`src/rtl/nvcp_pkg.sv`:
```
package nvcp_pkg;

   // Message and name limits
   localparam int MAX_MSG_LEN = 64;
   localparam int NAME_LEN    = 8;
   localparam int NUM_NAMES   = 6;

   // Register file layout: six 64-bit name slots, then the names-in-use count
   localparam int NUM_SLOTS   = 6;
   localparam int SLOT_W      = 64;
   localparam int CSR_DATA_W  = 64;
   localparam int CSR_ADDR_W  = 6;
   localparam int REG_IDX_W   = 3;
   localparam int NIU_W       = 3;

   localparam logic [REG_IDX_W-1:0] REG_NAME_SLOT_0 = 3'd0;
   localparam logic [REG_IDX_W-1:0] REG_NAME_SLOT_5 = 3'd5;
   localparam logic [REG_IDX_W-1:0] REG_NAMES_IN_USE = 3'd6;

   // Counter widths
   localparam int NAME_POS_W = $clog2(NAME_LEN + 1);
   localparam int BYTE_CNT_W = $clog2(MAX_MSG_LEN + 1);
   localparam int FRAC_W     = 7;

   // Configuration handed from the register file to the parser
   typedef struct packed {
      logic [NUM_SLOTS-1:0][SLOT_W-1:0] slot;
      logic [NIU_W-1:0]                 names_in_use;
   } cfg_type;

   // Pick byte pos of a packed name, first character in the low byte
   function automatic logic [7:0] slot_byte(input logic [SLOT_W-1:0] name,
                                            input logic [2:0] pos);
      slot_byte = name[{pos, 3'b000} +: 8];
   endfunction

endpackage

```
`src/rtl/nvcp_regs.sv`:
```
module nvcp_regs (
   input  logic                              clock,
   input  logic                              reset,
   input  logic                              psel,
   input  logic                              penable,
   input  logic                              pwrite,
   input  logic [nvcp_pkg::CSR_ADDR_W-1:0]   paddr,
   input  logic [nvcp_pkg::CSR_DATA_W-1:0]   pwdata,
   output logic [nvcp_pkg::CSR_DATA_W-1:0]   prdata,
   output logic                              pready,
   output nvcp_pkg::cfg_type                 cfg
);

   nvcp_pkg::cfg_type              cfg_ff, cfg_in;
   logic [nvcp_pkg::REG_IDX_W-1:0] reg_idx;
   logic                           wr_en;

   assign pready  = 1'b1;
   assign reg_idx = paddr[nvcp_pkg::CSR_ADDR_W-1:3];
   assign wr_en   = psel && penable && pwrite;

   // write decode
   always_comb begin
      cfg_in = cfg_ff;
      if (wr_en) begin
         if (reg_idx <= nvcp_pkg::REG_NAME_SLOT_5) begin
            cfg_in.slot[reg_idx] = pwdata;
         end else if (reg_idx == nvcp_pkg::REG_NAMES_IN_USE) begin
            cfg_in.names_in_use = pwdata[nvcp_pkg::NIU_W-1:0];
         end
      end
   end

   always_ff @(posedge clock) begin
      if (reset) begin
         cfg_ff <= '0;
      end else begin
         cfg_ff <= cfg_in;
      end
   end

   // read decode
   always_comb begin
      unique case (reg_idx) inside
         [nvcp_pkg::REG_NAME_SLOT_0:nvcp_pkg::REG_NAME_SLOT_5]: prdata = cfg_ff.slot[reg_idx];
         nvcp_pkg::REG_NAMES_IN_USE: prdata = nvcp_pkg::CSR_DATA_W'(cfg_ff.names_in_use);
         default: prdata = '0;
      endcase
   end

   assign cfg = cfg_ff;

endmodule

```
`src/rtl/name_value_command_parser_top.sv`:
```
// Parses name=value# text messages arriving one byte per word on req_. A new byte can
// be accepted on every clock while req_ready is high; the name compare and the
// multiply-by-ten accumulate that update the parse state are combinational. The last
// word (req_last_byte set) produces one result, registered and shown on rsp_ the next
// cycle; while it waits for rsp_ready, req_ready is low. The user must write name slots
// and names_in_use over the APB port only while no message is in flight (unchecked).
module name_value_command_parser_top (
   input  logic                                 clock,
   input  logic                                 reset,
   // byte input
   input  logic                                 req_valid,
   output logic                                 req_ready,
   input  logic [7:0]                           req_data_byte,
   input  logic                                 req_last_byte,
   // result output
   output logic                                 rsp_valid,
   input  logic                                 rsp_ready,
   output logic                                 rsp_found,
   output logic [2:0]                           rsp_slot_index,
   output logic signed [31:0]                   rsp_mantissa,
   output logic [6:0]                           rsp_decimal_places,
   output logic                                 rsp_overflow,
   // configuration
   input  logic                                 psel,
   input  logic                                 penable,
   input  logic                                 pwrite,
   input  logic [nvcp_pkg::CSR_ADDR_W-1:0]      paddr,
   input  logic [nvcp_pkg::CSR_DATA_W-1:0]      pwdata,
   output logic [nvcp_pkg::CSR_DATA_W-1:0]      prdata,
   output logic                                 pready
);

   localparam logic [1:0] PH_NAME   = 2'd0;
   localparam logic [1:0] PH_VFIRST = 2'd1;
   localparam logic [1:0] PH_VALUE  = 2'd2;
   localparam logic [1:0] PH_DONE   = 2'd3;

   localparam logic [7:0] CH_EQ    = 8'h3D;
   localparam logic [7:0] CH_MINUS = 8'h2D;
   localparam logic [7:0] CH_HASH  = 8'h23;
   localparam logic [7:0] CH_DOT   = 8'h2E;
   localparam logic [7:0] CH_ZERO  = 8'h30;
   localparam logic [7:0] CH_NUL   = 8'h00;

   localparam logic [nvcp_pkg::FRAC_W-1:0] FRAC_MAX = '1;
   localparam logic signed [31:0] ACC_MAX = 32'sh7FFFFFFF;
   localparam logic signed [31:0] ACC_MIN = 32'sh80000000;
   localparam logic signed [36:0] T_MAX   = 37'sd2147483647;
   localparam logic signed [36:0] T_MIN   = -37'sd2147483648;

   nvcp_pkg::cfg_type cfg;

   nvcp_regs u_regs (
      .clock   (clock),
      .reset   (reset),
      .psel    (psel),
      .penable (penable),
      .pwrite  (pwrite),
      .paddr   (paddr),
      .pwdata  (pwdata),
      .prdata  (prdata),
      .pready  (pready),
      .cfg     (cfg)
   );

   // parse state
   logic [1:0]                        phase_ff, phase_in;
   logic [nvcp_pkg::NAME_POS_W-1:0]   name_pos_ff, name_pos_in;
   logic [nvcp_pkg::NUM_SLOTS-1:0]    match_ff, match_in;
   logic [nvcp_pkg::BYTE_CNT_W-1:0]   byte_cnt_ff, byte_cnt_in;
   logic signed [31:0]                acc_ff, acc_in;
   logic                              sat_ff, sat_in;
   logic                              neg_ff, neg_in;
   logic                              dot_ff, dot_in;
   logic [nvcp_pkg::FRAC_W-1:0]       frac_ff, frac_in;

   // result register
   logic                              rsp_valid_ff, rsp_valid_in;
   logic                              found_ff, found_in;
   logic [2:0]                        slot_idx_ff, slot_idx_in;
   logic signed [31:0]                mant_ff, mant_in;
   logic [6:0]                        dec_ff, dec_in;
   logic                              ovf_ff, ovf_in;

   logic                              req_fire;
   logic [nvcp_pkg::NUM_SLOTS-1:0]    eq_at_pos, nz_at_pos, nz_at_next;
   logic [nvcp_pkg::NUM_SLOTS-1:0]    match_close, used_mask;
   logic [nvcp_pkg::NIU_W-1:0]        used;
   logic signed [36:0]                acc_x, acc_t;

   assign req_ready = !rsp_valid_ff || rsp_ready;
   assign req_fire  = req_valid && req_ready;

   // per-slot byte compares at the current and next name position
   always_comb begin
      for (int s = 0; s < nvcp_pkg::NUM_SLOTS; s++) begin
         eq_at_pos[s]  = nvcp_pkg::slot_byte(cfg.slot[s], 3'(name_pos_ff)) == req_data_byte;
         nz_at_pos[s]  = nvcp_pkg::slot_byte(cfg.slot[s], 3'(name_pos_ff)) != CH_NUL;
         nz_at_next[s] = nvcp_pkg::slot_byte(cfg.slot[s], 3'(name_pos_in)) != CH_NUL;
      end
   end

   // times ten plus (byte - '0')
   assign acc_x = 37'(acc_ff);
   assign acc_t = (acc_x <<< 3) + (acc_x <<< 1) + $signed({29'b0, req_data_byte})
                  - $signed({29'b0, CH_ZERO});

   // next parse state for one word
   always_comb begin
      logic do_value;
      do_value    = 1'b0;
      phase_in    = phase_ff;
      name_pos_in = name_pos_ff;
      match_in    = match_ff;
      byte_cnt_in = byte_cnt_ff;
      acc_in      = acc_ff;
      sat_in      = sat_ff;
      neg_in      = neg_ff;
      dot_in      = dot_ff;
      frac_in     = frac_ff;
      if (req_fire && byte_cnt_ff < nvcp_pkg::BYTE_CNT_W'(nvcp_pkg::MAX_MSG_LEN)) begin
         byte_cnt_in = byte_cnt_ff + 1'b1;
         unique case (phase_ff)
            PH_NAME: begin
               if (req_data_byte == CH_EQ || req_data_byte == CH_NUL) begin
                  if (name_pos_ff < nvcp_pkg::NAME_POS_W'(nvcp_pkg::NAME_LEN)) begin
                     match_in = match_ff & ~nz_at_pos;
                  end
                  phase_in = PH_VFIRST;
               end else if (name_pos_ff < nvcp_pkg::NAME_POS_W'(nvcp_pkg::NAME_LEN)) begin
                  match_in    = match_ff & eq_at_pos;
                  name_pos_in = name_pos_ff + 1'b1;
               end else begin
                  match_in = '0;
               end
            end
            PH_VFIRST: begin
               phase_in = PH_VALUE;
               if (req_data_byte == CH_MINUS) begin
                  neg_in = 1'b1;
               end else begin
                  do_value = 1'b1;
               end
            end
            PH_VALUE: do_value = 1'b1;
            PH_DONE: ;
            default: ;
         endcase
      end
      // value characters
      if (do_value) begin
         if (req_data_byte == CH_HASH || req_data_byte == CH_NUL) begin
            phase_in = PH_DONE;
         end else if (req_data_byte == CH_DOT) begin
            dot_in  = 1'b1;
            frac_in = '0;
         end else begin
            if (dot_ff && frac_ff < FRAC_MAX) begin
               frac_in = frac_ff + 1'b1;
            end
            if (!sat_ff) begin
               if (acc_t > T_MAX) begin
                  acc_in = ACC_MAX;
                  sat_in = 1'b1;
               end else if (acc_t < T_MIN) begin
                  acc_in = ACC_MIN;
                  sat_in = 1'b1;
               end else begin
                  acc_in = acc_t[31:0];
               end
            end
         end
      end
   end

   // end of message: close a name still open, pick the lowest matching slot
   always_comb begin
      match_close = match_in;
      if (phase_in == PH_NAME && name_pos_in < nvcp_pkg::NAME_POS_W'(nvcp_pkg::NAME_LEN)) begin
         match_close = match_in & ~nz_at_next;
      end
      used = (cfg.names_in_use > nvcp_pkg::NIU_W'(nvcp_pkg::NUM_NAMES)) ?
             nvcp_pkg::NIU_W'(nvcp_pkg::NUM_NAMES) : cfg.names_in_use;
      for (int s = 0; s < nvcp_pkg::NUM_SLOTS; s++) begin
         used_mask[s] = nvcp_pkg::NIU_W'(s) < used;
      end
      found_in    = 1'b0;
      slot_idx_in = '0;
      for (int s = nvcp_pkg::NUM_SLOTS - 1; s >= 0; s--) begin
         if (match_close[s] && used_mask[s]) begin
            found_in    = 1'b1;
            slot_idx_in = 3'(s);
         end
      end
      mant_in = '0;
      dec_in  = '0;
      ovf_in  = 1'b0;
      if (found_in) begin
         dec_in = frac_in;
         ovf_in = sat_in;
         if (neg_in) begin
            if (acc_in == ACC_MIN) begin
               mant_in = ACC_MAX;
               ovf_in  = 1'b1;
            end else begin
               mant_in = -acc_in;
            end
         end else begin
            mant_in = acc_in;
         end
      end
   end

   // output valid
   always_comb begin
      rsp_valid_in = rsp_valid_ff;
      if (req_fire && req_last_byte) begin
         rsp_valid_in = 1'b1;
      end else if (rsp_ready) begin
         rsp_valid_in = 1'b0;
      end
   end

   // control registers
   always_ff @(posedge clock) begin
      if (reset) begin
         phase_ff     <= PH_NAME;
         name_pos_ff  <= '0;
         match_ff     <= '1;
         byte_cnt_ff  <= '0;
         acc_ff       <= '0;
         sat_ff       <= 1'b0;
         neg_ff       <= 1'b0;
         dot_ff       <= 1'b0;
         frac_ff      <= '0;
         rsp_valid_ff <= 1'b0;
      end else begin
         rsp_valid_ff <= rsp_valid_in;
         if (req_fire && req_last_byte) begin
            phase_ff    <= PH_NAME;
            name_pos_ff <= '0;
            match_ff    <= '1;
            byte_cnt_ff <= '0;
            acc_ff      <= '0;
            sat_ff      <= 1'b0;
            neg_ff      <= 1'b0;
            dot_ff      <= 1'b0;
            frac_ff     <= '0;
         end else begin
            phase_ff    <= phase_in;
            name_pos_ff <= name_pos_in;
            match_ff    <= match_in;
            byte_cnt_ff <= byte_cnt_in;
            acc_ff      <= acc_in;
            sat_ff      <= sat_in;
            neg_ff      <= neg_in;
            dot_ff      <= dot_in;
            frac_ff     <= frac_in;
         end
      end
   end

   // result payload
   always_ff @(posedge clock) begin
      if (req_fire && req_last_byte) begin
         found_ff    <= found_in;
         slot_idx_ff <= slot_idx_in;
         mant_ff     <= mant_in;
         dec_ff      <= dec_in;
         ovf_ff      <= ovf_in;
      end
   end

   assign rsp_valid          = rsp_valid_ff;
   assign rsp_found          = found_ff;
   assign rsp_slot_index     = slot_idx_ff;
   assign rsp_mantissa       = mant_ff;
   assign rsp_decimal_places = dec_ff;
   assign rsp_overflow       = ovf_ff;

   // a final word always leaves a fresh parse state behind
   a_clear_after_last: assert property (@(posedge clock) disable iff (reset)
      req_valid && req_ready && req_last_byte |=>
         phase_ff == PH_NAME && byte_cnt_ff == '0 && match_ff == '1)
      else $error("parse state not cleared after final word");

   // byte counter never runs past the message limit
   a_cnt_bound: assert property (@(posedge clock) disable iff (reset)
      byte_cnt_ff <= nvcp_pkg::BYTE_CNT_W'(nvcp_pkg::MAX_MSG_LEN))
      else $error("byte counter beyond message limit");

   // a miss carries an all-zero payload
   a_miss_zero: assert property (@(posedge clock) disable iff (reset)
      rsp_valid && !rsp_found |->
         rsp_mantissa == '0 && rsp_decimal_places == '0 && !rsp_overflow
         && rsp_slot_index == '0)
      else $error("payload not zero on a miss");

   // a hit names a slot index below NUM_NAMES
   a_hit_in_use: assert property (@(posedge clock) disable iff (reset)
      rsp_valid && rsp_found |-> rsp_slot_index < nvcp_pkg::NIU_W'(nvcp_pkg::NUM_NAMES))
      else $error("slot index out of range");

endmodule
```
`config.mk`:
```
export PLATFORM = sky130hd
export DESIGN_NAME = name_value_command_parser_top
export DESIGN_NICKNAME = d
export VERILOG_FILES = /design/src/rtl/nvcp_pkg.sv /design/src/rtl/nvcp_regs.sv /design/src/rtl/name_value_command_parser_top.sv
export SDC_FILE = /design/constraint.sdc
export NUM_CORES = 2
export LEC_CHECK = 0
export BUFFER_PORTS_ARGS = -buffer_cell sky130_fd_sc_hd__buf_2
export CAP_MARGIN = 20
export CORE_MARGIN = 2
export CORE_UTILIZATION = 50
export CTS_CLUSTER_SIZE = 40
export DETAILED_ROUTE_END_ITERATION = 16
export GPL_TIMING_DRIVEN = 0
export PLACE_DENSITY_LB_ADDON = 0.1
export SLEW_MARGIN = 5
export SYNTH_ARGS = -nofsm -noshare
export SYNTH_HDL_FRONTEND = slang
export SYNTH_SLANG_ARGS = --single-unit
```
`constraint.sdc`:
```
create_clock -name clock -period 12.9 [get_ports clock]
set_clock_uncertainty 0.1 [all_clocks]
set_input_delay 2.58 -clock clock [delete_from_list [all_inputs] [get_ports clock]]
set_output_delay 2.58 -clock clock [all_outputs]
set_load 0.05 [all_outputs]
```
==> impl_metrics.json <==
{
  "port-buffer-count": 188,
  "rows": 88,
  "power_density_nw_per_um2": 120,
  "finalSetupTns_ns": 0,
  "nFillCells": 5539,
  "ant_nets": 0,
  "cts_tree": "built",
  "num_io_pins": 197,
  "netlist_area_um2": 29100,
  "max-cap-violations": 0,
  "clkPwrFrac_pct": 42.4,
  "crit_arrival_ns": 9.81,
  "die_h_um": 245,
  "layout.nets": 4052,
  "reg2reg_from": "acc_ff[2]",
  "cp.required_ns": 13.25,
  "cts_repair_resize_count": 0,
  "drt_iter0_drc": 4404,
  "setup_viol": 0,
  "wirelength_mm": 141,
  "die_w_um": 245,
  "grt_first_pass_wirelength_mm": 200,
  "power.total_mw": 3.99,
  "status": "completed",
  "synthFlopType": "dfxtp_1",
  "synth_edf_count": 44,
  "r2r_slack_ns": 5.53,
  "final_cell_mix": "900 x nand2_1, 478 x a21oi_1, 449 x dfxtp_1",
  "p_sw_share_pct": 31.0,
  "cts.sinks": 493,
  "crit_fanout": 10,
  "drive_gt1_share_pct": 12.3,
  "rsz0062_at_grt": "no",
  "power_frac_seq_pct": 39.6,
  "slew_headroom_pct": 13.2,
  "cts_root_buf": "clkbuf_16",
  "start_kind": "primary input",
  "syn_to_final_growth_pct": 13.7,
  "holdWs_ns": 0.341,
  "dr_total_vias": 31154,
  "gp_congestion": 1.12,
  "layout_commonest_cell": "nand2_1",
  "fin_area_um2": 33100,
  "p_sw_mw": 1.24,
  "hp-class": "register to register",
  "critPathLaunch": "req_data_byte[3]",
  "fin_crit_sh_pct": 73.3,
  "cp-end-kind": "register",
  "via_per_inst": 6.67,
  "insertion_delay_ns": 0.64,
  "leakage_nw": 12.0,
  "start_util_pct": 50.5,
  "crit_type": "primary input to register",
  "core_um2": 57700,
  "finalHoldViolCount": 0,
  "multiInputGateArea_um2": 17400,
  "wl_per_cell_um": 30.3,
  "seq_area_um2": 10300,
  "clk_path_buf_depth": 3,
  "cts_made_buffers": 53,
  "yosysWarningCount": 0,
  "die_area_um2": 60200,
  "min-delay-start": "match_ff[3]",
  "postPlaceCellArea_um2": 31200,
  "antenna_found_initial": 4,
  "dp_hpwl_mm": 110,
  "synth_cell_types": 88,
  "syn_area_per_cell_um2": 8.09,
  "ys_seq_area_share_pct": 35.4,
  "clock.fmax_ghz": 0.106,
  "syn_inst": 3603,
  "grt_usage_pct": 45.8,
  "synth_seq_cells": 493,
  "timing.final.crit_period_ns": 9.46,
  "cts-hold-fix-buffers": 0,
  "htreeDepth": 2,
  "cts_setup_buffers": 0,
  "report.final.slew_viol_count": 0,
  "grt_max_degree": 42,
  "clkSlewWorstSetupHoldPaths_ns": 0.06,
  "ys_async_sr_fraction_pct": 0,
  "ir_worst_vdd_uv": 119,
  "synth_nets": 3796,
  "grt_pass1_vias": 28718,
  "drc_errors": 0,
  "grt_overflow_total": 0,
  "drt_first_pass_iters": 6,
  "combPwrFrac_pct": 17.9,
  "worstMarginPinSlew_ns": 1.30,
  "intPower_mw": 2.75
}
## sequential cells by signal (all words and copies together) (netlist names), 2 cells and up
signal / count
phase_ff: 2
match_ff: 6
byte_cnt_ff: 7
rsp_mantissa: 32
frac_ff: 7
rsp_decimal_places: 7
rsp_slot_index: 3
name_pos_ff: 4
u_regs.cfg: 387
acc_ff: 32
## final cells by class
class                           instances  area share, %
Clock buffer                           67           4.44
Inverter                              111           1.26
Sequential cell                       493           31.1
Clock inverter                         31           1.27
Buffer                                256           3.04
Antenna cell                            3         0.0227
Timing Repair Buffer                  201           3.34
Multi-Input combinational cell       2743           52.6
Tap cell                              765           2.89
## path summary, 6_finish.rpt
check	cells past startpoint	end
setup reg to reg	25	rsp_mantissa[13]
hold reg to reg	2	match_ff[3]
hold / removal	2	match_ff[3]
setup / recovery	26	rsp_mantissa[13]
## cells by family (layout without fill, tap and decap cells)
kind of cell | count (synthesis) | count (layout) | synth area share, %
AO/OA/AOI/OAI | 924 | 924 | 19.1
other | 1 | 4 | 0.0129
multiplexers | 225 | 225 | 12.2
buffers and inverters | 367 | 666 | 4.89
XOR/XNOR | 108 | 108 | 3.25
flip-flops | 493 | 493 | 35.4
AND/OR/NAND/NOR | 1378 | 1378 | 20.4
adder cells (fa/ha/maj) | 107 | 107 | 4.75
## cells in the mapped netlist, types with 82 or more instances
cell type  instances  area (um^2)
a21oi_1          478         2390
clkbuf_1         210          788
dfxtp_1          449         8990
ha_1             101         1260
inv_1            111          417
mux2i_1          118         1180
mux4_2           103         2320
nand2_1          900         3380
nor2_1           176          661
nor4_1           127          795
o21ai_0          136          681
xnor2_1           82          718
## layer usage
metal	global-route usage (%)	up-vias	routed length [um]
li1	-	13437	-
met1	57.4	14650	52000
met2	67.4	2407	58000
met3	15.5	656	19600
met4	29.2	4	11600
met5	0	-	29
## power groups by stage
stage          Clock, mW  Combinational (mW)  Sequential (mW)
6_report            1.69               0.716             1.58
5_1_grt             1.75               0.741             1.58
4_1_cts             1.68               0.684             1.58
3_5_place_dp           0               0.682             1.61
3_3_place_gp           0               0.678             1.61
2_1_floorplan          0               0.425             1.62
## critical path: stages
cell and delay, ns:
buf_2 0.31, inv_1 0.25, fa_1 0.57, inv_1 0.04
ha_1 0.28, ha_1 0.23, fa_1 0.43, a211oi_1 0.34
o211ai_1 0.22, o2111ai_1 0.22, a21oi_1 0.14, or3_4 0.41
a211oi_4 0.46, o2111ai_4 0.32, a21oi_2 0.41, clkbuf_1 0.44
o21ai_0 0.15, o21ai_0 0.25, ha_1 0.30, o21a_1 0.25
nand4_2 0.23, nor3_2 0.25, nand3_1 0.12, buf_2 0.22
buf_2 0.21, a21oi_1 0.16
## stage by stage
step	std cells	setup slack, ns	util [%]
finish	4670	3.44	57.4
global route	4668	2.99	57.4
floorplan	3603	4.51	-
CTS	4663	3.58	57.3
detailed placement	4565	2.97	54.1
global placement	4556	2.94	53.8
(Power assumes the default switching activity.)
